<file path="config.mk">
export PLATFORM = sky130hd
export DESIGN_NAME = color_blob_centroid_flat
export DESIGN_NICKNAME = d
export VERILOG_FILES = /design/src/rtl/cbc_pkg.sv /design/src/rtl/cbc_pixel_if.sv /design/src/rtl/cbc_result_if.sv /design/src/rtl/color_blob_centroid.sv /design/src/rtl/cbc_divider.sv /design/src/rtl/cbc_ctrl.sv /design/src/rtl/cbc_datapath.sv /design/src/flat_wrapper.sv
export SDC_FILE = /design/constraint.sdc
export NUM_CORES = 1
export LEC_CHECK = 0
export BUFFER_PORTS_ARGS = -buffer_cell sky130_fd_sc_hd__buf_4
export CORE_ASPECT_RATIO = 0.7
export CORE_MARGIN = 2
export CORE_UTILIZATION = 49
export DETAILED_ROUTE_END_ITERATION = 8
export GPL_TIMING_DRIVEN = 0
export PLACE_DENSITY = 0.67
export REMOVE_ABC_BUFFERS = 1
export SETUP_SLACK_MARGIN = 0.15
export SYNTH_ARGS = -nofsm -noshare
export SYNTH_HDL_FRONTEND = slang
export SYNTH_HIERARCHICAL = 1
export SYNTH_SLANG_ARGS = --single-unit
</file>
<file path="constraint.sdc">
create_clock -name clk -period 11.3 [get_ports clk]
set_clock_uncertainty 0.2 [all_clocks]
set_input_delay 0.565 -clock clk [delete_from_list [all_inputs] [get_ports clk]]
set_output_delay 0.565 -clock clk [all_outputs]
set_load 0.05 [all_outputs]
</file>
<file path="src/rtl/cbc_pkg.sv">
// ----------------------------------------------------------------------------
// cbc_pkg
// Shared widths, codes and control types of the colour blob centroid block.
// ----------------------------------------------------------------------------
`default_nettype none

package cbc_pkg;

    localparam int PIX_W    = 8;
    localparam int CLASS_W  = 2;
    localparam int CENTER_W = 10;
    localparam int CNT_W    = 21;
    localparam int SUM_W    = 30;
    localparam int FW_W     = 11;
    localparam int THR_W    = 8;
    localparam int DATA_W   = 32;
    localparam int ADDR_W   = 4;
    localparam int SEL_W    = 2;

    localparam int MAX_WIDTH_DEF  = 1024;
    localparam int MAX_HEIGHT_DEF = 1024;

    localparam logic [CLASS_W-1:0] CLASS_NONE  = 2'd0;
    localparam logic [CLASS_W-1:0] CLASS_BLUE  = 2'd1;
    localparam logic [CLASS_W-1:0] CLASS_GREEN = 2'd2;

    localparam logic [1:0] REG_FRAME_WIDTH = 2'd0;
    localparam logic [1:0] REG_BRIGHT      = 2'd1;
    localparam logic [1:0] REG_DARK        = 2'd2;

    localparam logic [FW_W-1:0]  FRAME_WIDTH_RST = 11'd640;
    localparam logic [THR_W-1:0] BRIGHT_RST      = 8'd130;
    localparam logic [THR_W-1:0] DARK_RST        = 8'd100;

    localparam logic [PIX_W-1:0]    PIX_FULL   = 8'd255;
    localparam logic [CNT_W-1:0]    COUNT_MAX  = 21'h1FFFFF;
    localparam logic [SUM_W-1:0]    SUM_MAX    = 30'h3FFFFFFF;
    localparam logic [CENTER_W-1:0] CENTER_MAX = 10'd1023;

    // order in which the four quotients are worked out
    localparam logic [SEL_W-1:0] SEL_BLUE_X  = 2'd0;
    localparam logic [SEL_W-1:0] SEL_BLUE_Y  = 2'd1;
    localparam logic [SEL_W-1:0] SEL_GREEN_X = 2'd2;
    localparam logic [SEL_W-1:0] SEL_GREEN_Y = 2'd3;

    typedef struct packed {
        logic             accept;
        logic             div_start;
        logic [SEL_W-1:0] div_sel;
        logic             div_store;
        logic             load_frame;
    } cmd_t;

    typedef struct packed {
        logic out_valid;
        logic last;
        logic div_done;
    } status_t;

endpackage

`default_nettype wire

</file>
<file path="src/rtl/cbc_pixel_if.sv">
// ----------------------------------------------------------------------------
// cbc_pixel_if
// Pixel request channel: valid, ready and one RGB pixel with frame end mark.
// ----------------------------------------------------------------------------
`default_nettype none

interface cbc_pixel_if;
    logic                      valid;
    logic                      ready;
    logic [cbc_pkg::PIX_W-1:0] pixel_blue;
    logic [cbc_pkg::PIX_W-1:0] pixel_green;
    logic [cbc_pkg::PIX_W-1:0] pixel_red;
    logic                      last_in_frame;

    modport source (output valid, pixel_blue, pixel_green, pixel_red, last_in_frame,
                    input ready);
    modport sink   (input valid, pixel_blue, pixel_green, pixel_red, last_in_frame,
                    output ready);
endinterface

`default_nettype wire

</file>
<file path="src/rtl/cbc_result_if.sv">
// ----------------------------------------------------------------------------
// cbc_result_if
// Result request channel: recoloured pixel, class and frame centroids.
// ----------------------------------------------------------------------------
`default_nettype none

interface cbc_result_if;
    logic                         valid;
    logic                         ready;
    logic [cbc_pkg::PIX_W-1:0]    out_blue;
    logic [cbc_pkg::PIX_W-1:0]    out_green;
    logic [cbc_pkg::PIX_W-1:0]    out_red;
    logic [cbc_pkg::CLASS_W-1:0]  pixel_class;
    logic                         frame_done;
    logic                         blue_found;
    logic [cbc_pkg::CENTER_W-1:0] blue_center_x;
    logic [cbc_pkg::CENTER_W-1:0] blue_center_y;
    logic                         green_found;
    logic [cbc_pkg::CENTER_W-1:0] green_center_x;
    logic [cbc_pkg::CENTER_W-1:0] green_center_y;

    modport source (output valid, out_blue, out_green, out_red, pixel_class, frame_done,
                    blue_found, blue_center_x, blue_center_y,
                    green_found, green_center_x, green_center_y,
                    input ready);
    modport sink   (input valid, out_blue, out_green, out_red, pixel_class, frame_done,
                    blue_found, blue_center_x, blue_center_y,
                    green_found, green_center_x, green_center_y,
                    output ready);
endinterface

`default_nettype wire

</file>
<file path="src/rtl/color_blob_centroid.sv">
// ----------------------------------------------------------------------------
// color_blob_centroid
// Colour threshold blob detector with per-class centroids at frame end.
//
// pix carries RGB pixels in raster order with a frame end mark; res returns
// each pixel recoloured to pure blue or pure green when it matches, with its
// class. On the last pixel of a frame res also carries the found flags and
// the floor-mean column and row of each class, and the sums are cleared.
// Ordinary pixels: a result is registered in the cycle after its pixel is
// taken, and a new pixel is taken every clock while res keeps up. The
// frame end pixel starts four divisions on one shared restoring divider
// of one quotient bit per cycle; pix is not ready until its result is
// loaded. When res stalls, the result register holds and pix is not ready.
// Reset loads width 640 and thresholds 130 and 100 and clears all sums and
// position counters. Registers sit on the APB port at 0x0, 0x4 and 0x8.
// ----------------------------------------------------------------------------
`default_nettype none

module color_blob_centroid #(
    parameter int MAX_WIDTH  = cbc_pkg::MAX_WIDTH_DEF,
    parameter int MAX_HEIGHT = cbc_pkg::MAX_HEIGHT_DEF
) (
    input  wire logic                         clk,
    input  wire logic                         rst_n,
    cbc_pixel_if.sink                         pix,
    cbc_result_if.source                      res,
    input  wire logic                         psel,
    input  wire logic                         penable,
    input  wire logic                         pwrite,
    input  wire logic [cbc_pkg::ADDR_W-1:0]   paddr,
    input  wire logic [cbc_pkg::DATA_W-1:0]   pwdata,
    output logic [cbc_pkg::DATA_W-1:0]        prdata,
    output logic                              pready
);

    logic [cbc_pkg::FW_W-1:0]  frame_width_reg;
    logic [cbc_pkg::THR_W-1:0] bright_reg;
    logic [cbc_pkg::THR_W-1:0] dark_reg;

    logic [1:0]                reg_index;
    logic                      cfg_write;

    cbc_pkg::cmd_t             cmd;
    cbc_pkg::status_t          status;
    logic [cbc_pkg::SUM_W-1:0] div_dividend;
    logic [cbc_pkg::CNT_W-1:0] div_divisor;
    logic [cbc_pkg::SUM_W-1:0] div_quotient;
    logic                      div_busy;
    logic                      div_done;

    assign pready    = 1'b1;
    assign reg_index = paddr[cbc_pkg::ADDR_W-1:2];
    assign cfg_write = psel & penable & pwrite & pready;

    always_ff @(posedge clk or negedge rst_n)
    begin
        if (!rst_n)
        begin
            frame_width_reg <= cbc_pkg::FRAME_WIDTH_RST;
            bright_reg      <= cbc_pkg::BRIGHT_RST;
            dark_reg        <= cbc_pkg::DARK_RST;
        end
        else if (cfg_write)
        begin
            unique case (reg_index)
                cbc_pkg::REG_FRAME_WIDTH: frame_width_reg <= pwdata[cbc_pkg::FW_W-1:0];
                cbc_pkg::REG_BRIGHT:      bright_reg      <= pwdata[cbc_pkg::THR_W-1:0];
                cbc_pkg::REG_DARK:        dark_reg        <= pwdata[cbc_pkg::THR_W-1:0];
                default:
                begin
                end
            endcase
        end
    end

    always_comb
    begin
        unique case (reg_index)
            cbc_pkg::REG_FRAME_WIDTH: prdata = cbc_pkg::DATA_W'(frame_width_reg);
            cbc_pkg::REG_BRIGHT:      prdata = cbc_pkg::DATA_W'(bright_reg);
            cbc_pkg::REG_DARK:        prdata = cbc_pkg::DATA_W'(dark_reg);
            default:                  prdata = '0;
        endcase
    end

    always_comb
    begin
        status.out_valid = res.valid;
        status.last      = pix.last_in_frame;
        status.div_done  = div_done;
    end

    cbc_ctrl u_ctrl (
        .clk       (clk),
        .rst_n     (rst_n),
        .in_valid  (pix.valid),
        .in_ready  (pix.ready),
        .out_ready (res.ready),
        .status    (status),
        .cmd       (cmd)
    );

    cbc_divider u_divider (
        .clk      (clk),
        .rst_n    (rst_n),
        .start    (cmd.div_start),
        .dividend (div_dividend),
        .divisor  (div_divisor),
        .busy     (div_busy),
        .done     (div_done),
        .quotient (div_quotient)
    );

    cbc_datapath #(
        .MAX_WIDTH  (MAX_WIDTH),
        .MAX_HEIGHT (MAX_HEIGHT)
    ) u_datapath (
        .clk              (clk),
        .rst_n            (rst_n),
        .cmd              (cmd),
        .pixel_blue       (pix.pixel_blue),
        .pixel_green      (pix.pixel_green),
        .pixel_red        (pix.pixel_red),
        .last_in_frame    (pix.last_in_frame),
        .frame_width      (frame_width_reg),
        .bright_threshold (bright_reg),
        .dark_threshold   (dark_reg),
        .div_dividend     (div_dividend),
        .div_divisor      (div_divisor),
        .div_quotient     (div_quotient),
        .out_ready        (res.ready),
        .out_valid        (res.valid),
        .out_blue         (res.out_blue),
        .out_green        (res.out_green),
        .out_red          (res.out_red),
        .pixel_class      (res.pixel_class),
        .frame_done       (res.frame_done),
        .blue_found       (res.blue_found),
        .blue_center_x    (res.blue_center_x),
        .blue_center_y    (res.blue_center_y),
        .green_found      (res.green_found),
        .green_center_x   (res.green_center_x),
        .green_center_y   (res.green_center_y)
    );

`ifndef NO_ASSERTIONS
    // no pixel is taken while the frame end divisions run
    assert property (@(posedge clk) disable iff (!rst_n) div_busy |-> !pix.ready)
        else $error("pixel request taken during frame end division");

    // the frame end pixel closes the input until its result is loaded
    assert property (@(posedge clk) disable iff (!rst_n)
        (pix.valid && pix.ready && pix.last_in_frame) |=> !pix.ready)
        else $error("input still open after frame end pixel");

    // an empty blue class reports a zero centre
    assert property (@(posedge clk) disable iff (!rst_n)
        (res.valid && !res.blue_found) |->
        (res.blue_center_x == '0 && res.blue_center_y == '0))
        else $error("blue centre set without blue pixels");

    // divider start never lands on a running division
    assert property (@(posedge clk) disable iff (!rst_n) cmd.div_start |-> !div_busy)
        else $error("divider restarted while busy");
`endif

endmodule

`default_nettype wire

</file>
<file path="src/rtl/cbc_divider.sv">
// ----------------------------------------------------------------------------
// cbc_divider
// Restoring divider, one quotient bit per cycle, sum by pixel count.
// ----------------------------------------------------------------------------
`default_nettype none

module cbc_divider (
    input  wire logic                        clk,
    input  wire logic                        rst_n,
    input  wire logic                        start,
    input  wire logic [cbc_pkg::SUM_W-1:0]   dividend,
    input  wire logic [cbc_pkg::CNT_W-1:0]   divisor,
    output logic                             busy,
    output logic                             done,
    output logic [cbc_pkg::SUM_W-1:0]        quotient
);

    localparam int STEP_W = $clog2(cbc_pkg::SUM_W);
    localparam logic [STEP_W-1:0] LAST_STEP = STEP_W'(cbc_pkg::SUM_W - 1);

    logic [STEP_W-1:0]           step_reg;
    logic                        busy_reg;
    logic                        done_reg;
    logic [cbc_pkg::SUM_W-1:0]   dvd_reg;
    logic [cbc_pkg::CNT_W-1:0]   dvs_reg;
    logic [cbc_pkg::CNT_W-1:0]   rem_reg;
    logic [cbc_pkg::SUM_W-1:0]   quot_reg;

    logic [cbc_pkg::CNT_W:0]     rem_shift;
    logic                        fits;
    logic [cbc_pkg::CNT_W-1:0]   rem_next;

    always_comb
    begin
        rem_shift = {rem_reg, dvd_reg[cbc_pkg::SUM_W-1]};
        fits      = rem_shift >= {1'b0, dvs_reg};
        if (fits)
        begin
            rem_next = cbc_pkg::CNT_W'(rem_shift - {1'b0, dvs_reg});
        end
        else
        begin
            rem_next = rem_shift[cbc_pkg::CNT_W-1:0];
        end
    end

    always_ff @(posedge clk or negedge rst_n)
    begin
        if (!rst_n)
        begin
            step_reg <= '0;
            busy_reg <= 1'b0;
            done_reg <= 1'b0;
        end
        else if (start)
        begin
            step_reg <= '0;
            busy_reg <= 1'b1;
            done_reg <= 1'b0;
        end
        else if (busy_reg)
        begin
            step_reg <= step_reg + 1'b1;
            if (step_reg == LAST_STEP)
            begin
                busy_reg <= 1'b0;
                done_reg <= 1'b1;
            end
        end
        else
        begin
            done_reg <= 1'b0;
        end
    end

    always_ff @(posedge clk)
    begin
        if (start)
        begin
            dvd_reg  <= dividend;
            dvs_reg  <= divisor;
            rem_reg  <= '0;
            quot_reg <= '0;
        end
        else if (busy_reg)
        begin
            dvd_reg  <= {dvd_reg[cbc_pkg::SUM_W-2:0], 1'b0};
            rem_reg  <= rem_next;
            quot_reg <= {quot_reg[cbc_pkg::SUM_W-2:0], fits};
        end
    end

    assign busy     = busy_reg;
    assign done     = done_reg;
    assign quotient = quot_reg;

endmodule

`default_nettype wire

</file>
<file path="src/rtl/cbc_ctrl.sv">
// ----------------------------------------------------------------------------
// cbc_ctrl
// Sequencer: pixel acceptance, the four frame-end divisions, result loading.
// ----------------------------------------------------------------------------
`default_nettype none

module cbc_ctrl (
    input  wire logic              clk,
    input  wire logic              rst_n,
    input  wire logic              in_valid,
    output logic                   in_ready,
    input  wire logic              out_ready,
    input  wire cbc_pkg::status_t  status,
    output cbc_pkg::cmd_t          cmd
);

    typedef enum logic [1:0] {
        ST_IDLE,
        ST_DIVIDE,
        ST_FINISH
    } state_t;

    state_t                      state_reg;
    logic                        start_reg;
    logic [cbc_pkg::SEL_W-1:0]   sel_reg;

    logic out_blocked;
    logic accept;

    always_comb
    begin
        out_blocked    = status.out_valid & ~out_ready;
        in_ready       = (state_reg == ST_IDLE) & ~out_blocked;
        accept         = in_valid & in_ready;
        cmd.accept     = accept;
        cmd.div_start  = start_reg;
        cmd.div_sel    = sel_reg;
        cmd.div_store  = (state_reg == ST_DIVIDE) & status.div_done;
        cmd.load_frame = (state_reg == ST_FINISH) & ~out_blocked;
    end

    always_ff @(posedge clk or negedge rst_n)
    begin
        if (!rst_n)
        begin
            state_reg <= ST_IDLE;
            start_reg <= 1'b0;
            sel_reg   <= cbc_pkg::SEL_BLUE_X;
        end
        else
        begin
            start_reg <= 1'b0;
            unique case (state_reg)
                ST_IDLE:
                begin
                    if (accept && status.last)
                    begin
                        state_reg <= ST_DIVIDE;
                        start_reg <= 1'b1;
                        sel_reg   <= cbc_pkg::SEL_BLUE_X;
                    end
                end
                ST_DIVIDE:
                begin
                    if (status.div_done)
                    begin
                        if (sel_reg == cbc_pkg::SEL_GREEN_Y)
                        begin
                            state_reg <= ST_FINISH;
                        end
                        else
                        begin
                            sel_reg   <= sel_reg + 1'b1;
                            start_reg <= 1'b1;
                        end
                    end
                end
                ST_FINISH:
                begin
                    if (!out_blocked)
                    begin
                        state_reg <= ST_IDLE;
                    end
                end
                default:
                begin
                    state_reg <= ST_IDLE;
                end
            endcase
        end
    end

endmodule

`default_nettype wire

</file>
<file path="src/rtl/cbc_datapath.sv">
// ----------------------------------------------------------------------------
// cbc_datapath
// Classifier, position counters, moment accumulators and result register.
// ----------------------------------------------------------------------------
`default_nettype none

module cbc_datapath #(
    parameter int MAX_WIDTH  = cbc_pkg::MAX_WIDTH_DEF,
    parameter int MAX_HEIGHT = cbc_pkg::MAX_HEIGHT_DEF
) (
    input  wire logic                          clk,
    input  wire logic                          rst_n,
    input  wire cbc_pkg::cmd_t                 cmd,
    input  wire logic [cbc_pkg::PIX_W-1:0]     pixel_blue,
    input  wire logic [cbc_pkg::PIX_W-1:0]     pixel_green,
    input  wire logic [cbc_pkg::PIX_W-1:0]     pixel_red,
    input  wire logic                          last_in_frame,
    input  wire logic [cbc_pkg::FW_W-1:0]      frame_width,
    input  wire logic [cbc_pkg::THR_W-1:0]     bright_threshold,
    input  wire logic [cbc_pkg::THR_W-1:0]     dark_threshold,
    output logic [cbc_pkg::SUM_W-1:0]          div_dividend,
    output logic [cbc_pkg::CNT_W-1:0]          div_divisor,
    input  wire logic [cbc_pkg::SUM_W-1:0]     div_quotient,
    input  wire logic                          out_ready,
    output logic                               out_valid,
    output logic [cbc_pkg::PIX_W-1:0]          out_blue,
    output logic [cbc_pkg::PIX_W-1:0]          out_green,
    output logic [cbc_pkg::PIX_W-1:0]          out_red,
    output logic [cbc_pkg::CLASS_W-1:0]        pixel_class,
    output logic                               frame_done,
    output logic                               blue_found,
    output logic [cbc_pkg::CENTER_W-1:0]       blue_center_x,
    output logic [cbc_pkg::CENTER_W-1:0]       blue_center_y,
    output logic                               green_found,
    output logic [cbc_pkg::CENTER_W-1:0]       green_center_x,
    output logic [cbc_pkg::CENTER_W-1:0]       green_center_y
);

    localparam int COL_W = $clog2(MAX_WIDTH);
    localparam int ROW_W = $clog2(MAX_HEIGHT);
    localparam int EW    = (COL_W + 1 > cbc_pkg::FW_W) ? COL_W + 1 : cbc_pkg::FW_W;
    localparam logic [EW-1:0]    WIDTH_LIMIT = EW'(MAX_WIDTH);
    localparam logic [ROW_W-1:0] ROW_LAST    = ROW_W'(MAX_HEIGHT - 1);
    localparam int SW = cbc_pkg::SUM_W + 1;

    logic [COL_W-1:0]             col_reg;
    logic [ROW_W-1:0]             row_reg;
    logic [cbc_pkg::CNT_W-1:0]    blue_pixels_reg, green_pixels_reg;
    logic [cbc_pkg::SUM_W-1:0]    blue_sum_x_reg, blue_sum_y_reg;
    logic [cbc_pkg::SUM_W-1:0]    green_sum_x_reg, green_sum_y_reg;
    logic [cbc_pkg::CENTER_W-1:0] quot_reg [4];

    logic [cbc_pkg::PIX_W-1:0]    hold_blue_reg, hold_green_reg, hold_red_reg;
    logic [cbc_pkg::CLASS_W-1:0]  hold_class_reg;

    logic                         valid_reg;
    logic [cbc_pkg::PIX_W-1:0]    res_blue_reg, res_green_reg, res_red_reg;
    logic [cbc_pkg::CLASS_W-1:0]  res_class_reg;
    logic                         res_done_reg;
    logic                         res_bfound_reg, res_gfound_reg;
    logic [cbc_pkg::CENTER_W-1:0] res_bx_reg, res_by_reg, res_gx_reg, res_gy_reg;

    logic                         is_blue, is_green;
    logic [cbc_pkg::CLASS_W-1:0]  cls;
    logic [cbc_pkg::PIX_W-1:0]    new_blue, new_green, new_red;
    logic [EW-1:0]                width_eff, fw_ext;
    logic                         line_end;
    logic [SW-1:0]                add_x, add_y;
    logic [cbc_pkg::SUM_W-1:0]    sum_x_next, sum_y_next;
    logic                         load_pixel;
    logic [cbc_pkg::CENTER_W-1:0] quot_clamped;
    logic                         bfound, gfound;

    always_comb
    begin
        is_blue  = (pixel_blue > bright_threshold) && (pixel_red < dark_threshold)
                   && (pixel_green < dark_threshold);
        is_green = (pixel_green > bright_threshold) && (pixel_red < dark_threshold)
                   && (pixel_blue < dark_threshold);
        priority if (is_blue)
        begin
            cls       = cbc_pkg::CLASS_BLUE;
            new_blue  = cbc_pkg::PIX_FULL;
            new_green = '0;
            new_red   = '0;
        end
        else if (is_green)
        begin
            cls       = cbc_pkg::CLASS_GREEN;
            new_blue  = '0;
            new_green = cbc_pkg::PIX_FULL;
            new_red   = '0;
        end
        else
        begin
            cls       = cbc_pkg::CLASS_NONE;
            new_blue  = pixel_blue;
            new_green = pixel_green;
            new_red   = pixel_red;
        end

        // zero width acts as one, oversize as the maximum
        fw_ext = EW'(frame_width);
        priority if (fw_ext == '0)
        begin
            width_eff = EW'(1);
        end
        else if (fw_ext > WIDTH_LIMIT)
        begin
            width_eff = WIDTH_LIMIT;
        end
        else
        begin
            width_eff = fw_ext;
        end
        line_end = (EW'(col_reg) + EW'(1)) >= width_eff;

        // one shared saturating adder pair, the class picks the accumulators
        if (is_blue)
        begin
            add_x = {1'b0, blue_sum_x_reg} + SW'(col_reg);
            add_y = {1'b0, blue_sum_y_reg} + SW'(row_reg);
        end
        else
        begin
            add_x = {1'b0, green_sum_x_reg} + SW'(col_reg);
            add_y = {1'b0, green_sum_y_reg} + SW'(row_reg);
        end
        sum_x_next = add_x[SW-1] ? cbc_pkg::SUM_MAX : add_x[cbc_pkg::SUM_W-1:0];
        sum_y_next = add_y[SW-1] ? cbc_pkg::SUM_MAX : add_y[cbc_pkg::SUM_W-1:0];

        load_pixel = cmd.accept & ~last_in_frame;

        unique case (cmd.div_sel)
            cbc_pkg::SEL_BLUE_X:
            begin
                div_dividend = blue_sum_x_reg;
                div_divisor  = blue_pixels_reg;
            end
            cbc_pkg::SEL_BLUE_Y:
            begin
                div_dividend = blue_sum_y_reg;
                div_divisor  = blue_pixels_reg;
            end
            cbc_pkg::SEL_GREEN_X:
            begin
                div_dividend = green_sum_x_reg;
                div_divisor  = green_pixels_reg;
            end
            default:
            begin
                div_dividend = green_sum_y_reg;
                div_divisor  = green_pixels_reg;
            end
        endcase

        if (div_quotient[cbc_pkg::SUM_W-1:cbc_pkg::CENTER_W] != '0)
        begin
            quot_clamped = cbc_pkg::CENTER_MAX;
        end
        else
        begin
            quot_clamped = div_quotient[cbc_pkg::CENTER_W-1:0];
        end

        bfound = blue_pixels_reg != '0;
        gfound = green_pixels_reg != '0;
    end

    // position counters and accumulators
    always_ff @(posedge clk or negedge rst_n)
    begin
        if (!rst_n)
        begin
            col_reg          <= '0;
            row_reg          <= '0;
            blue_pixels_reg  <= '0;
            blue_sum_x_reg   <= '0;
            blue_sum_y_reg   <= '0;
            green_pixels_reg <= '0;
            green_sum_x_reg  <= '0;
            green_sum_y_reg  <= '0;
        end
        else if (cmd.load_frame)
        begin
            col_reg          <= '0;
            row_reg          <= '0;
            blue_pixels_reg  <= '0;
            blue_sum_x_reg   <= '0;
            blue_sum_y_reg   <= '0;
            green_pixels_reg <= '0;
            green_sum_x_reg  <= '0;
            green_sum_y_reg  <= '0;
        end
        else if (cmd.accept)
        begin
            if (is_blue)
            begin
                if (blue_pixels_reg != cbc_pkg::COUNT_MAX)
                begin
                    blue_pixels_reg <= blue_pixels_reg + 1'b1;
                end
                blue_sum_x_reg <= sum_x_next;
                blue_sum_y_reg <= sum_y_next;
            end
            else if (is_green)
            begin
                if (green_pixels_reg != cbc_pkg::COUNT_MAX)
                begin
                    green_pixels_reg <= green_pixels_reg + 1'b1;
                end
                green_sum_x_reg <= sum_x_next;
                green_sum_y_reg <= sum_y_next;
            end
            if (!last_in_frame)
            begin
                if (line_end)
                begin
                    col_reg <= '0;
                    if (row_reg != ROW_LAST)
                    begin
                        row_reg <= row_reg + 1'b1;
                    end
                end
                else
                begin
                    col_reg <= col_reg + 1'b1;
                end
            end
        end
    end

    // frame end pixel and quotients wait here while the divider runs
    always_ff @(posedge clk)
    begin
        if (cmd.accept)
        begin
            hold_blue_reg  <= new_blue;
            hold_green_reg <= new_green;
            hold_red_reg   <= new_red;
            hold_class_reg <= cls;
        end
        if (cmd.div_store)
        begin
            quot_reg[cmd.div_sel] <= quot_clamped;
        end
    end

    always_ff @(posedge clk or negedge rst_n)
    begin
        if (!rst_n)
        begin
            valid_reg <= 1'b0;
        end
        else if (load_pixel || cmd.load_frame)
        begin
            valid_reg <= 1'b1;
        end
        else if (out_ready)
        begin
            valid_reg <= 1'b0;
        end
    end

    always_ff @(posedge clk)
    begin
        if (load_pixel)
        begin
            res_blue_reg   <= new_blue;
            res_green_reg  <= new_green;
            res_red_reg    <= new_red;
            res_class_reg  <= cls;
            res_done_reg   <= 1'b0;
            res_bfound_reg <= 1'b0;
            res_bx_reg     <= '0;
            res_by_reg     <= '0;
            res_gfound_reg <= 1'b0;
            res_gx_reg     <= '0;
            res_gy_reg     <= '0;
        end
        else if (cmd.load_frame)
        begin
            res_blue_reg   <= hold_blue_reg;
            res_green_reg  <= hold_green_reg;
            res_red_reg    <= hold_red_reg;
            res_class_reg  <= hold_class_reg;
            res_done_reg   <= 1'b1;
            res_bfound_reg <= bfound;
            res_bx_reg     <= bfound ? quot_reg[cbc_pkg::SEL_BLUE_X] : '0;
            res_by_reg     <= bfound ? quot_reg[cbc_pkg::SEL_BLUE_Y] : '0;
            res_gfound_reg <= gfound;
            res_gx_reg     <= gfound ? quot_reg[cbc_pkg::SEL_GREEN_X] : '0;
            res_gy_reg     <= gfound ? quot_reg[cbc_pkg::SEL_GREEN_Y] : '0;
        end
    end

    assign out_valid      = valid_reg;
    assign out_blue       = res_blue_reg;
    assign out_green      = res_green_reg;
    assign out_red        = res_red_reg;
    assign pixel_class    = res_class_reg;
    assign frame_done     = res_done_reg;
    assign blue_found     = res_bfound_reg;
    assign blue_center_x  = res_bx_reg;
    assign blue_center_y  = res_by_reg;
    assign green_found    = res_gfound_reg;
    assign green_center_x = res_gx_reg;
    assign green_center_y = res_gy_reg;

endmodule

`default_nettype wire
</file>
<file path="src/flat_wrapper.sv">
// flat-port wrapper written by rule: the top's interface ports become plain ports
module color_blob_centroid_flat 
#(
    parameter int MAX_WIDTH  = cbc_pkg::MAX_WIDTH_DEF,
    parameter int MAX_HEIGHT = cbc_pkg::MAX_HEIGHT_DEF
)
  (clk, rst_n, psel, penable, pwrite, paddr, pwdata, prdata, pready, pix_valid, pix_pixel_blue, pix_pixel_green, pix_pixel_red, pix_last_in_frame, pix_ready, res_valid, res_out_blue, res_out_green, res_out_red, res_pixel_class, res_frame_done, res_blue_found, res_blue_center_x, res_blue_center_y, res_green_found, res_green_center_x, res_green_center_y, res_ready);
  cbc_pixel_if pix_i ();
  cbc_result_if res_i ();
  input  wire logic clk;
  input  wire logic rst_n;
  input  wire logic psel;
  input  wire logic penable;
  input  wire logic pwrite;
  input  wire logic [cbc_pkg::ADDR_W-1:0] paddr;
  input  wire logic [cbc_pkg::DATA_W-1:0] pwdata;
  output logic [cbc_pkg::DATA_W-1:0] prdata;
  output logic pready;
  input wire logic [$bits(pix_i.valid)-1:0] pix_valid;
  input wire logic [$bits(pix_i.pixel_blue)-1:0] pix_pixel_blue;
  input wire logic [$bits(pix_i.pixel_green)-1:0] pix_pixel_green;
  input wire logic [$bits(pix_i.pixel_red)-1:0] pix_pixel_red;
  input wire logic [$bits(pix_i.last_in_frame)-1:0] pix_last_in_frame;
  output wire logic [$bits(pix_i.ready)-1:0] pix_ready;
  output wire logic [$bits(res_i.valid)-1:0] res_valid;
  output wire logic [$bits(res_i.out_blue)-1:0] res_out_blue;
  output wire logic [$bits(res_i.out_green)-1:0] res_out_green;
  output wire logic [$bits(res_i.out_red)-1:0] res_out_red;
  output wire logic [$bits(res_i.pixel_class)-1:0] res_pixel_class;
  output wire logic [$bits(res_i.frame_done)-1:0] res_frame_done;
  output wire logic [$bits(res_i.blue_found)-1:0] res_blue_found;
  output wire logic [$bits(res_i.blue_center_x)-1:0] res_blue_center_x;
  output wire logic [$bits(res_i.blue_center_y)-1:0] res_blue_center_y;
  output wire logic [$bits(res_i.green_found)-1:0] res_green_found;
  output wire logic [$bits(res_i.green_center_x)-1:0] res_green_center_x;
  output wire logic [$bits(res_i.green_center_y)-1:0] res_green_center_y;
  input wire logic [$bits(res_i.ready)-1:0] res_ready;
  assign pix_i.valid = pix_valid;
  assign pix_i.pixel_blue = pix_pixel_blue;
  assign pix_i.pixel_green = pix_pixel_green;
  assign pix_i.pixel_red = pix_pixel_red;
  assign pix_i.last_in_frame = pix_last_in_frame;
  assign pix_ready = pix_i.ready;
  assign res_valid = res_i.valid;
  assign res_out_blue = res_i.out_blue;
  assign res_out_green = res_i.out_green;
  assign res_out_red = res_i.out_red;
  assign res_pixel_class = res_i.pixel_class;
  assign res_frame_done = res_i.frame_done;
  assign res_blue_found = res_i.blue_found;
  assign res_blue_center_x = res_i.blue_center_x;
  assign res_blue_center_y = res_i.blue_center_y;
  assign res_green_found = res_i.green_found;
  assign res_green_center_x = res_i.green_center_x;
  assign res_green_center_y = res_i.green_center_y;
  assign res_i.ready = res_ready;
  color_blob_centroid #(.MAX_WIDTH(MAX_WIDTH), .MAX_HEIGHT(MAX_HEIGHT)) u_core (.clk(clk), .rst_n(rst_n), .pix(pix_i), .res(res_i), .psel(psel), .penable(penable), .pwrite(pwrite), .paddr(paddr), .pwdata(pwdata), .prdata(prdata), .pready(pready));
endmodule
</file>
### Yosys cells after proc, flatten, opt, wreduce, memory -nomap -nowiden

Memory sizes are Yosys's and may differ from the RTL's.
Index checks and enable logic that the tools add are counted.
Widths: inputs -> output; s select.

| cells by class | value |
|---|---|
| $add $sub $neg | 12 |
| $mul | 0 |
| div/mod/pow operators | 0 |
| $lt $le $gt $ge | 8 |
| eq/ne operators | 19 |
| shifts and indexed selects | 0 |
| mux-type cells | 90 |
| bitwise gates (word level) | 11 |
| reduce and logical (&&, ||, !) cells | 36 |

Operators by type and width:

| kind | count |
|---|---|
| $mux 30 | 18 |
| $mux 21 | 11 |
| $mux 10 | 14 |
| $add 30x10->31 | 4 |
| $mux 8 | 12 |
| $pmux 30 s3 | 1 |
| $mux 31 | 2 |
| $add 21x1->21 const B | 2 |
| $ne 21x21->1 const B | 2 |
| $reduce_bool 21->1 | 2 |
| $pmux 11 s3 | 1 |
| $lt 8x8->1 | 3 |
| $ge 22x21->1 | 1 |
| $mux 11 | 2 |
| $mux 2 | 11 |
| $reduce_bool 2->1 | 11 |
| $sub 21x21->21 | 1 |
| $add 10x1->10 const B | 2 |
| $reduce_bool 20->1 | 1 |
| $gt 8x8->1 | 2 |
| $reduce_and 4->1 | 4 |
| $mux 1 | 13 |
| $add 10x1->11 const B | 1 |
| $ge 11x11->1 | 1 |
| 23 further kinds | 54 |

| word-level totals | value |
|---|---|
| register bits | 419 |
| bits in latches | 0 |
| bits in writable memories | 40 |
| bits in read-only memories | 0 |
| bits of input ports | 68 |
| output and inout bits | 104 |
| logic and storage cells | 214 |
| memories kept | 1 |

Memories:

| name | words | width | rd ports | clocked after Yosys merged registers in | wr ports | line | source |
|---|---|---|---|---|---|---|---|
| u_core.u_datapath.quot_reg | 4 | 10 | 4 | 0 | 1 | cbc_datapath.sv:51 | `logic [cbc_pkg::CENTER_W-1:0] quot_reg [4];` |

### Depth between registers and ports, before layout

Gate-level depths: netlist of the first run.

| depth | value |
|---|---|
| word-level depth | 9 |
| gate-level depth with buffers | 27 |
| mapped depth without buffers | 22 |

### Modules after synthesis

The synthesis of the first run kept the hierarchy.

Modules (own cells, without submodules):

| module | instances | cells an instance | area an instance (um2) | sequential area each (um2) |
|---|---|---|---|---|
| cbc_datapath | 1 | 1834 | 17898.4 | 8202.9 |
| cbc_divider | 1 | 509 | 5413.9 | 2727.6 |
| color_blob_centroid | 1 | 115 | 1462.7 | 684.4 |
| cbc_ctrl | 1 | 29 | 292.8 | 125.1 |

### Worst setup path after synthesis of the first run

Ideal clock, no wire load.

| path | value |
|---|---|
| kind | input port to flip-flop |
| from | input pix_pixel_blue[1] |
| to | register u_core/u_datapath/green_sum_x_reg[16] (netlist bit) |
| setup time | 99 ps |
| data arrival time | 5022 ps |
| data required time | 11001 ps |
| slack | 5979 ps |
| stages | 25 |
| path buffers | 6 |
| cell sequence | ha_1 nor2b_1 o211ai_2 a21oi_1 o311a_4 nand2_1 buf_2 buf_2 buf_1 buf_2 nand2_1 nand2_1 ha_1 inv_1 fa_1 nand2b_1 a21oi_1 o41ai_1 o21ai_1 clkbuf_1 clkbuf_1 nand2_1 a21oi_1 nor2_1 a311oi_1 |

| on the way | value |
|---|---|
| cells in the longest elaborated chain, start to end | 9 |
| elaborated cells on any way between the ends | 14 |
| those cells by class | 2 x order compare; 1 x eq/ne; 6 x mux; 5 x reduce/logical |

Ends and longest elaborated chain:

| item | line | source |
|---|---|---|
| from (decl) | flat_wrapper.sv:20 | `input wire logic [$bits(pix_i.pixel_blue)-1:0] pix_pixel_blue;` |
| $gt 8x8->1 | cbc_datapath.sv:76 | `is_blue = (pixel_blue > bright_threshold) && (pixel_red < dark_threshold)` |
| $logic_and 1x1->1 | cbc_datapath.sv:76 |  |
| $logic_and 1x1->1 | cbc_datapath.sv:77 | `&& (pixel_green < dark_threshold);` |
| $mux 31 | cbc_datapath.sv:119 | `if (is_blue)` |
| $mux 30 | cbc_datapath.sv:129 | `sum_x_next = add_x[SW-1] ? cbc_pkg::SUM_MAX : add_x[cbc_pkg::SUM_W-1:0];` |
| $mux 30 | cbc_datapath.sv:206 | `else if (is_green)` |
| $mux 30 | cbc_datapath.sv:197 | `if (is_blue)` |
| $mux 30 | cbc_datapath.sv:195 | `else if (cmd.accept)` |
| $mux 30 | cbc_datapath.sv:184 | `else if (cmd.load_frame)` |
| to (signal assigned) | cbc_datapath.sv:212 | `green_sum_x_reg <= sum_x_next;` |
| to (decl) | cbc_datapath.sv:50 | `logic [cbc_pkg::SUM_W-1:0] green_sum_x_reg, green_sum_y_reg;` |

Several ways; a longest one is shown, not always the timed one. The select of a mux whose other input is x is not followed.
A chain may end at the register's enable or synchronous reset.

### Worst setup path after layout of the first run

| path | value |
|---|---|
| from | register u_core/dark_reg[2] (netlist bit) |
| to | register u_core/u_datapath/blue_sum_x_reg[19] (netlist bit) |

| on the way | value |
|---|---|
| cells in the longest elaborated chain, start to end | 8 |
| elaborated cells on any way between the ends | 11 |
| those cells by class | 2 x order compare; 5 x mux; 4 x reduce/logical |

Ends and longest elaborated chain:

| item | line | source |
|---|---|---|
| from (decl) | color_blob_centroid.sv:38 | `logic [cbc_pkg::THR_W-1:0] dark_reg;` |
| from (signal assigned) | color_blob_centroid.sv:61 | `dark_reg <= cbc_pkg::DARK_RST;` |
| from (signal assigned) | color_blob_centroid.sv:68 | `cbc_pkg::REG_DARK: dark_reg <= pwdata[cbc_pkg::THR_W-1:0];` |
| $lt 8x8->1 | cbc_datapath.sv:76 |  |
| $logic_and 1x1->1 | cbc_datapath.sv:76 |  |
| $logic_and 1x1->1 (*) | cbc_datapath.sv:77 |  |
| $mux 31 | cbc_datapath.sv:119 |  |
| $mux 30 | cbc_datapath.sv:129 |  |
| $mux 30 | cbc_datapath.sv:197 |  |
| $mux 30 | cbc_datapath.sv:195 |  |
| $mux 30 | cbc_datapath.sv:184 |  |
| to (signal assigned) | cbc_datapath.sv:203 | `blue_sum_x_reg <= sum_x_next;` |
| to (decl) | cbc_datapath.sv:49 | `logic [cbc_pkg::SUM_W-1:0] blue_sum_x_reg, blue_sum_y_reg;` |

Every way passes the cells marked *; elsewhere a longest branch is shown, timed or not. The select of a mux whose other input is x is not followed.

==> impl_metrics.json, run 1 <==
{
  "fin_area_mm2": 0.0284,
  "ioPinCount": 172,
  "die_w_um": 274,
  "fmax_ghz": 0.124,
  "tns_ns": 0,
  "crit_required_ns": 11.64,
  "setup_slack_ns": 3.22,
  "area_growth_pct": 13.3,
  "dieArea_mm2": 0.0530,
  "grt_use_total_pct": 25.1,
  "status": "finished, final reports clean",
  "yosys.area.top_type_share_pct": 21.5,
  "ir_drop_v": 0.000124,
  "finalCritPeriodShare_pct": 71.5,
  "p_clk_share_pct": 25.0,
  "rsz0062_at_grt": "no",
  "yosys-top-cells-area": "dfrtp_1 (21%), edfxtp_1 (17%), dfxtp_1 (7.5%), ha_1 (4.9%), nor2_1 (4.0%)",
  "ys_ff_latch": 459,
  "core_area_mm2": 0.0507,
  "route.antenna.remaining_nets": 0,
  "multi_input_area_mm2": 0.0124,
  "dpl_worst_slack_ns": 3.40,
  "fillers": 4194,
  "crit_path_max_incr_delay_ns": 0.85,
  "relSlewSlack_pct": 17.1,
  "layout.area.seq_mm2": 0.0117,
  "grt_max_degree": 107,
  "crit_buf_inv": 4,
  "postSynthCellCount": 2487,
  "p_seq_share_pct": 39.0,
  "path_clk_slew_ns": 0.06,
  "critPathArrivalTime_ns": 8.42,
  "grt_pass1_vias": 19000,
  "switchingPower_mw": 2.39,
  "vias_per_cell": 6.10,
  "fp.dieH_um": 193,
  "place_hpwl_um": 46400,
  "finalSetupViolCount": 0,
  "synth_common_cells": "nor2_1 (268), nand2_1 (234), dfrtp_1 (215), edfxtp_1 (143), a21oi_1 (134)",
  "synth_area_per_cell_um2": 10.1,
  "portBuffers": 126,
  "period_needed_ns": 8.08,
  "largest_reg_flops": 40,
  "stdcell_count": 3272,
  "cp_slowest_cell": "o21ai_2",
  "swShare_pct": 37.3,
  "async_reset_ff_share_pct": 48.4,
  "dpl.cell_count": 3171,
  "critPathMaxFanout": 67,
  "cts_tree": "built",
  "crit_type": "reg2reg",
  "clk_latency_ns": 0.62,
  "crit_chain": "inv_1 -> ha_1 -> a21oi_1 -> o21ai_0 -> a21oi_1 -> and2_1 -> nand2_4 -> inv_2 -> buf_12 -> nand2_1 -> nand2_1 -> ha_1 -> inv_1 -> fa_1 -> nand2b_1 -> a21oi_1 -> o41ai_1 -> o21ai_2 -> o21a_1 -> nor2_1 -> a31o_2 -> a21oi_1",
  "syn-cell-area_mm2": 0.0251,
  "tightest_slew_ns": 1.24,
  "grt_pass1_wl_um": 107000,
  "root_buffer": "clkbuf_16",
  "hp-class": "in2reg",
  "antenna_cells": 0,
  "ys_warn_count": 6,
  "overflow": 0,
  "start_util_pct": 49.5,
  "grt_antenna_before_repair": 1,
  "drc": 0,
  "synthFlopType": "dfrtp_1",
  "routabilityCongestion": 0.935,
  "power_leakage_nw": 12.0,
  "place_area_mm2": 0.0267,
  "critPathCaptureType": "flop",
  "synth_edf_count": 143,
  "cp_top_family": "compound AO/OA/AOI/OAI gates",
  "drive_gt1_share_pct": 16.1,
  "drt-total-wl_um": 67300,
  "yosys.area.top_type": "dfrtp_1",
  "pwr-share-comb_pct": 36.0,
  "routedWlPerCell_um": 20.6,
  "cp_common_cell": "a21oi_1",
  "cts-resized-gates": 0,
  "row_count": 69,
  "intPower_mw": 4.03,
  "cts_setup_buffers": 0,
  "yosysMostFrequentCell": "nor2_1",
  "cts_made_buffers": 47,
  "reg2reg_slack_ns": 3.22,
  "first_pass_iters": 6,
  "cts_sinks": 459,
  "cts.htree.levels": 2,
  "nets": 2728,
  "cap_viol_max_count": 0,
  "start_kind": "flop",
  "first_iter_violations": 2444,
  "cts_buffer_depth": 3,
  "synth-seq-area-share_pct": 46.8,
  "yosys.cell_types.count": 96,
  "hold_viol": 0,
  "vias": 19900,
  "power_density_mw_per_mm2": 226,
  "fin_total_pwr_mw": 6.42,
  "final-max-slew-violation-count": 0
}
[layout by cell type (no fill, tap or decap), drive strengths merged, types with 22 or more instances in the layout]
| master | instances |
|---|---|
| buf | 147 |
| nor2 | 270 |
| dfrtp | 215 |
| a22o | 40 |
| nand3 | 80 |
| xor2 | 37 |
| ha | 98 |
| nand4 | 41 |
| mux4 | 30 |
| mux2i | 66 |
| edfxtp | 143 |
| nand2 | 236 |
| mux2 | 94 |
| nor4 | 28 |
| dfxtp | 94 |
| inv | 86 |
| a21oi | 135 |
| conb | 22 |
| a311oi | 35 |
| o21ai | 115 |
| clkinv | 22 |
| nor3 | 61 |
| clkbuf | 59 |
| and3 | 52 |
| a211oi | 52 |
| xnor2 | 46 |
| or3 | 26 |
[worst register-to-register path, stage by stage (launching register included)]
cell,delay [ns]
dfstp_2,0.55
inv_1,0.08
ha_1,0.30
a21oi_1,0.14
o21ai_0,0.14
a21oi_1,0.19
and2_1,0.76
nand2_4,0.76
inv_2,0.64
buf_12,0.32
nand2_1,0.12
nand2_1,0.12
ha_1,0.22
inv_1,0.06
fa_1,0.39
nand2b_1,0.20
a21oi_1,0.34
o41ai_1,0.22
o21ai_2,0.85
o21a_1,0.64
nor2_1,0.31
a31o_2,0.32
a21oi_1,0.13
[per-layer routing]
layer / vias up / routed length (um) / global-route usage, %
met1: 9732 / 31300 / 38.6
met4: 2 / 1000 / 5.50
li1: 9236 / - / -
met5: - / 18 / 0
met2: 888 / 28000 / 35.6
met3: 90 / 6960 / 6.14
[power groups by stage]
stage,registers (mW),logic (mW),clock network (mW)
6_report,2.50,2.31,1.61
2_1_floorplan,2.48,1.63,0
4_1_cts,2.49,2.28,1.64
5_1_grt,2.54,2.56,1.71
3_5_place_dp,2.52,2.26,0
3_3_place_gp,2.61,2.07,0
[cell families (layout without fill, tap and decap cells)]
kind of cell | after synthesis | count (layout) | synth area share (%)
and+or+nand+nor | 871 | 871 | 16.6
adders and majority gates | 101 | 101 | 5.13
xor gates and xnor gates | 83 | 83 | 2.90
other | 2 | 22 | 0.0300
muxes | 190 | 190 | 9.70
AOI/OAI and AO/OA | 538 | 538 | 14.5
DFF | 459 | 459 | 46.8
buffers and inverters | 243 | 334 | 4.30
[final cells by class]
type	instances	area share [%]
clock buffers	59	4.40
clock inverters	29	1.23
inverters	86	1.14
multi-input cells	1805	43.6
flip-flops and latches	459	41.4
well taps	674	2.97
repair buffers	160	5.26
[worst paths after layout]
kind,startpoint,end,depth (start not counted)
max,u_core/dark_reg[2]$_DFFE_PN1P_,u_core/u_datapath/blue_sum_x_reg[19]$_DFFE_PN0P_,22
min,pix_pixel_green[0],u_core/u_datapath/hold_green_reg[0]$_DFFE_PP_,3
max reg2reg,u_core/dark_reg[2]$_DFFE_PN1P_,u_core/u_datapath/blue_sum_x_reg[19]$_DFFE_PN0P_,22
min reg2reg,u_core/u_datapath/quot_reg[3][8]$_DFFE_PP_,u_core/u_datapath/green_center_y[8]$_SDFFE_PP0P_,1
max in group asynchronous,rst_n,u_core/u_ctrl/start_reg$_DFF_PN0_,3
min in group asynchronous,rst_n,u_core/u_datapath/green_sum_y_reg[2]$_DFFE_PN0P_,2
[through the flow]
| stage | utilization, % | hold slack [ns] |
|---|---|---|
| after floorplan | - | 0.0694 |
| after global placement | 51.7 | 0.236 |
| after global routing | 56.1 | 0.0906 |
| after detailed placement | 52.6 | 0.240 |
| final | 56.1 | 0.0761 |
| after CTS | 56.1 | 0.0504 |
[what timing repair did]
item	CTS	global route
hold endpoints to repair	65	0
hold buffers	13	0
endpoints found under the setup margin	0	0
Note: power is estimated with default switching activity, not from simulation.
==> run 2, diff against run 1 <==
Clock period 11.3 ns to 7.8 ns, I/O delays scaled along.
==> impl_metrics.json, run 2 (same netlist as run 1, synthesis figures left out) <==
{
  "cp_slowest_cell": "o21ai_4",
  "finalSetupViolCount": 0,
  "critPathLaunch": "u_core/dark_reg[2]$_DFFE_PN1P_",
  "routabilityCongestion": 0.935,
  "die_w_um": 274,
  "cts.htree.levels": 2,
  "stdcell_count": 3297,
  "status": "finished, final reports clean",
  "crit_required_ns": 8.14,
  "cts_tree": "built",
  "antenna_cells": 0,
  "vias": 20100,
  "drive_gt1_share_pct": 16.0,
  "crit_path_max_incr_delay_ns": 0.60,
  "reg2regPathDepth": 22,
  "fin_total_pwr_mw": 9.31,
  "grt_max_degree": 107,
  "nets": 2753,
  "first_pass_iters": 6,
  "grt_use_total_pct": 25.2,
  "routedWlPerCell_um": 20.6,
  "reg2reg_slack_ns": 0.53,
  "tightest_slew_ns": 1.28,
  "worstReg2RegEnd": "u_core/u_datapath/blue_sum_x_reg[19]$_DFFE_PN0P_",
  "critPathCaptureType": "flop",
  "largest_reg_flops": 40,
  "start_util_pct": 49.5,
  "path_clk_slew_ns": 0.06,
  "ir_drop_v": 0.000180,
  "overflow": 0,
  "critPathMaxFanout": 67,
  "place_hpwl_um": 46400,
  "root_buffer": "clkbuf_16",
  "critPathArrivalTime_ns": 7.61,
  "drt-total-wl_um": 67800,
  "ioPinCount": 172,
  "grt_pass1_vias": 19100,
  "portBuffers": 126,
  "grt_antenna_before_repair": 1,
  "area_growth_pct": 14.4,
  "power_leakage_nw": 12.0,
  "row_count": 69,
  "final_cell_mix": "nor2_1 (267), nand2_1 (233), dfrtp_1 (211)",
  "cap_viol_max_count": 0,
  "drc": 0,
  "dpl.cell_count": 3171,
  "grt_pass1_wl_um": 107000,
  "crit_type": "reg2reg",
  "core_area_mm2": 0.0507,
  "finalCritPeriodShare_pct": 93.2,
  "fillers": 4166,
  "crit_chain": "inv_1 -> ha_1 -> o21ai_1 -> a31oi_1 -> o31ai_1 -> o311a_4 -> nand2_8 -> inv_2 -> buf_12 -> nand2_1 -> nand2_1 -> ha_1 -> inv_1 -> fa_1 -> nand2b_1 -> a21oi_1 -> o41ai_1 -> o21ai_4 -> o21a_1 -> nor2_1 -> a31o_2 -> a21oi_1",
  "relSlewSlack_pct": 14.7,
  "fmax_ghz": 0.138,
  "cts_sinks": 459,
  "power_density_mw_per_mm2": 325,
  "first_iter_violations": 2379,
  "rsz0062_at_grt": "no",
  "route.antenna.remaining_nets": 0,
  "crit_end": "u_core/u_datapath/blue_sum_x_reg[19]$_DFFE_PN0P_",
  "period_needed_ns": 7.27,
  "vias_per_cell": 6.10,
  "start_kind": "flop",
  "clk_latency_ns": 0.62,
  "fp.dieH_um": 193,
  "final-max-slew-violation-count": 0,
  "timing.rr.start": "u_core/dark_reg[2]$_DFFE_PN1P_",
  "layout.area.seq_mm2": 0.0117,
  "mostFrequentLayoutCell": "nor2_1",
  "cts_setup_buffers": 0,
  "hp-class": "in2reg",
  "multi_input_area_mm2": 0.0124,
  "dieArea_mm2": 0.0530,
  "hold_viol": 0,
  "cts_buffer_depth": 3,
  "cts_made_buffers": 47
}
-- run 2: cell types whose count changed in the layout (fill, tap and decap cells not counted), sizes merged --
cell         change
dlygate4sd3     +25
-- run 2: where the power goes --
| part | total (mW) | leakage [nW] | switching [mW] | internal (mW) |
|---|---|---|---|---|
| registers | 3.62 | 5.04 | 0.539 | 3.09 |
| clock network | 2.33 | 0.782 | 1.00 | 1.32 |
| logic | 3.36 | 6.23 | 1.93 | 1.43 |
| total | 9.31 | 12.0 | 3.47 | 5.84 |
-- run 2: stage by stage --
step	cell area, um2	TNS, ns	setup WS (ns)	util (%)	hold slack, ns
finish	28700	0	0.530	56.6	0.0499
global route	28700	0	0.171	56.6	0.0707
CTS	28700	0	0.172	56.6	0.00663
detailed placement	26700	-0.0149	-0.0149	52.6	0.0971
global placement	26200	-1146.47	-8.43	51.7	0.236
floorplan	24400	-106.44	-1.87	-	-0.106
-- run 2: worst min-delay path by stage --
stage	end	slack (ns)	cells after the start	startpoint
after global routing	u_core/u_datapath/green_sum_y_reg[2]$_DFFE_PN0P_	0.07	2	rst_n
after detailed placement	u_core/u_datapath/green_sum_y_reg[2]$_DFFE_PN0P_	0.1	1	rst_n
after global placement	u_core/u_datapath/blue_found$_SDFFE_PP0P_	0.24	1	u_core/u_datapath/blue_found$_SDFFE_PP0P_
final	u_core/u_ctrl/sel_reg[1]$_DFFE_PN0P_	0.05	4	pix_valid
after floorplan	u_core/bright_reg[0]$_DFFE_PN0P_	-0.11	0	rst_n
after CTS	u_core/u_ctrl/sel_reg[1]$_DFFE_PN0P_	0.007	4	pix_valid
-- run 2: worst max-delay path: cells and delay by family (launching register included) --
kind	cells	cell delay, ns
compound gates	10	3.45
simple gates	5	1.07
buf+inv	4	0.97
fa+ha+maj	3	0.87
flops	1	0.55
-- run 2: area by class of cell --
| class | instances | share of cell area, % |
|---|---|---|
| Multi-Input combinational cell | 1805 | 43.3 |
| Sequential cell | 459 | 41.0 |
| Timing Repair Buffer | 185 | 6.08 |
| Clock buffer | 59 | 4.36 |
| Tap cell | 674 | 2.94 |
| Clock inverter | 29 | 1.22 |
| Inverter | 86 | 1.13 |
-- run 2: metal layers --
layer | global-route usage [%] | wire length [um] | share of wire, % | vias to the layer above
met5 | 0 | 18 | 0.027 | -
met4 | 5.45 | 1030 | 1.5 | 2
met3 | 6.14 | 7210 | 11 | 82
met2 | 35.9 | 28300 | 42 | 937
met1 | 38.6 | 31200 | 46 | 9801
li1 | - | - | - | 9277
-- run 2: timing repair --
item,CTS,global route
endpoints found under the hold margin,271,0
resized for setup,1,2
pin swaps,0,0
endpoints found under the setup margin,18,72
hold buffers,38,0
==> run 3, diff against run 2 <==
Settings changed: PLACE_DENSITY 0.67 to 0.74.
==> impl_metrics.json, run 3 (same netlist as run 1, synthesis figures left out) <==
{
  "antenna_cells": 0,
  "rsz0062_at_grt": "no",
  "critPathArrivalTime_ns": 7.28,
  "cts.htree.levels": 2,
  "tns_ns": 0,
  "start_kind": "flop",
  "route.antenna.remaining_nets": 0,
  "cts_tree": "built",
  "area_growth_pct": 14.1,
  "fillers": 4104,
  "final_cell_mix": "nor2_1 (266), nand2_1 (233), dfrtp_1 (211)",
  "hp-class": "in2reg",
  "wl_met3_um": 7210,
  "drt-total-wl_um": 66400,
  "drc": 0,
  "timing.rr.start": "u_core/dark_reg[2]$_DFFE_PN1P_",
  "place_hpwl_um": 45000,
  "first_iter_violations": 2373,
  "tightest_slew_ns": 1.34,
  "die_w_um": 274,
  "relSlewSlack_pct": 9.93,
  "portBuffers": 126,
  "nets": 2753,
  "critPathCaptureType": "flop",
  "hold_viol": 0,
  "fmax_ghz": 0.143,
  "min_from": "pix_last_in_frame",
  "mostFrequentLayoutCell": "nor2_1",
  "finalSetupViolCount": 0,
  "clk_latency_ns": 0.61,
  "final-max-slew-violation-count": 0,
  "grt_pass1_wl_um": 106000,
  "critPathLaunch": "u_core/dark_reg[2]$_DFFE_PN1P_",
  "overflow": 0,
  "ir_drop_v": 0.000185,
  "hold_ws_ns": 0.0500,
  "ioPinCount": 172,
  "drive_gt1_share_pct": 15.7,
  "intPower_mw": 5.83,
  "cts_buffer_depth": 3,
  "grt_antenna_before_repair": 0,
  "path_clk_slew_ns": 0.06,
  "maxUsedRoutingLayer": "met4",
  "power_leakage_nw": 12.0,
  "crit_type": "reg2reg",
  "switchingPower_mw": 3.43,
  "routedWlPerCell_um": 20.1,
  "vias": 20300,
  "critPathMaxFanout": 67,
  "largest_reg_flops": 40,
  "cap_viol_max_count": 0,
  "start_util_pct": 49.5,
  "pwr-share-comb_pct": 36.5,
  "crit_required_ns": 8.10,
  "cts_sinks": 459,
  "root_buffer": "clkbuf_16",
  "p_clk_share_pct": 24.6,
  "period_needed_ns": 6.98,
  "met2_length_um": 29000,
  "first_pass_iters": 5,
  "dieArea_mm2": 0.0530,
  "fp.dieH_um": 193,
  "fin_util_pct": 56.5,
  "swShare_pct": 37.0,
  "grt_max_degree": 119,
  "power_density_mw_per_mm2": 324,
  "p_seq_share_pct": 38.8,
  "row_count": 69,
  "finalCritPeriodShare_pct": 89.5,
  "vias_per_cell": 6.16,
  "cts_made_buffers": 47,
  "grt_use_total_pct": 24.7,
  "core_area_mm2": 0.0507,
  "routabilityCongestion": 0.947,
  "wl_met1_um": 29200,
  "reg2reg_slack_ns": 0.82,
  "status": "finished, final reports clean",
  "grt_pass1_vias": 19700
}
## run 3: metrics by stage
step           total power, mW  setup slack, ns  cells  cell area, um2
6_report                  9.26            0.821   3297           28600
4_1_cts                   9.23            0.207   3296           28600
3_3_place_gp              6.71            -7.89   3150           26200
3_5_place_dp              6.91            0.188   3170           26600
5_1_grt                   9.79            0.480   3297           28600
2_1_floorplan             5.95            -1.87   2350           24400
## run 3: metal layers
| layer | vias to the layer above | track usage [%] |
|---|---|---|
| met2 | 1038 | 36.6 |
| met5 | - | 0 |
| met3 | 94 | 5.73 |
| met1 | 9887 | 36.5 |
| li1 | 9283 | - |
| met4 | 0 | 6.56 |
## run 3: power by group through the flow
stage | combinational (mW) | sequential [mW] | clock, mW
floorplan | 2.36 | 3.60 | 0
global placement | 2.96 | 3.75 | 0
detailed placement | 3.29 | 3.61 | 0
CTS | 3.34 | 3.58 | 2.32
global route | 3.72 | 3.66 | 2.41
finish | 3.38 | 3.59 | 2.28
## run 3: path summary, 6_finish.rpt
kind / to / cells past startpoint
setup / recovery: u_core/u_datapath/blue_sum_x_reg[15]$_DFFE_PN0P_ / 21
max in group asynchronous: u_core/u_ctrl/start_reg$_DFF_PN0_ / 3
hold / removal: u_core/u_ctrl/sel_reg[1]$_DFFE_PN0P_ / 4
setup reg to reg: u_core/u_datapath/blue_sum_x_reg[15]$_DFFE_PN0P_ / 21
hold reg to reg: u_core/u_datapath/blue_center_x[5]$_SDFFE_PP0P_ / 1
min in group asynchronous: u_core/u_datapath/blue_sum_y_reg[0]$_DFFE_PN0P_ / 2
## run 3: critical path, cell delays in order, from the launching register on
cell      delay (ns)
dfstp_2         0.55
inv_1           0.09
ha_1            0.28
o21ai_1         0.07
a31oi_1         0.06
o31ai_1         0.49
o311a_4         0.53
nand2_8         0.37
inv_2           0.47
buf_12          0.30
nand2_1         0.10
nand2_1         0.12
ha_1            0.22
inv_1           0.06
fa_1            0.38
nand2b_1        0.19
a21oi_1         0.29
o41ai_2         0.18
o21ai_4         0.57
o21a_1          0.59
nor2_1          0.27
a311oi_1        0.39
## run 3: what timing repair did
action / CTS / global route
hold buffers: 38 / 0
setup buffers: 0 / 0
endpoints found under the hold margin: 159 / 0
resized for setup: 0 / 5
setup endpoints to repair: 0 / 67
## run 3: layout make-up
| type | instances | area [um2] | area share (%) |
|---|---|---|---|
| clock buffers | 69 | 1310 | 4.57 |
| clock inverters | 19 | 248 | 0.866 |
| inverters | 86 | 323 | 1.13 |
| multi-input cells | 1805 | 12400 | 43.4 |
| flip-flops and latches | 459 | 11700 | 41.1 |
| well taps | 674 | 843 | 2.95 |
| repair buffers | 185 | 1720 | 6.03 |
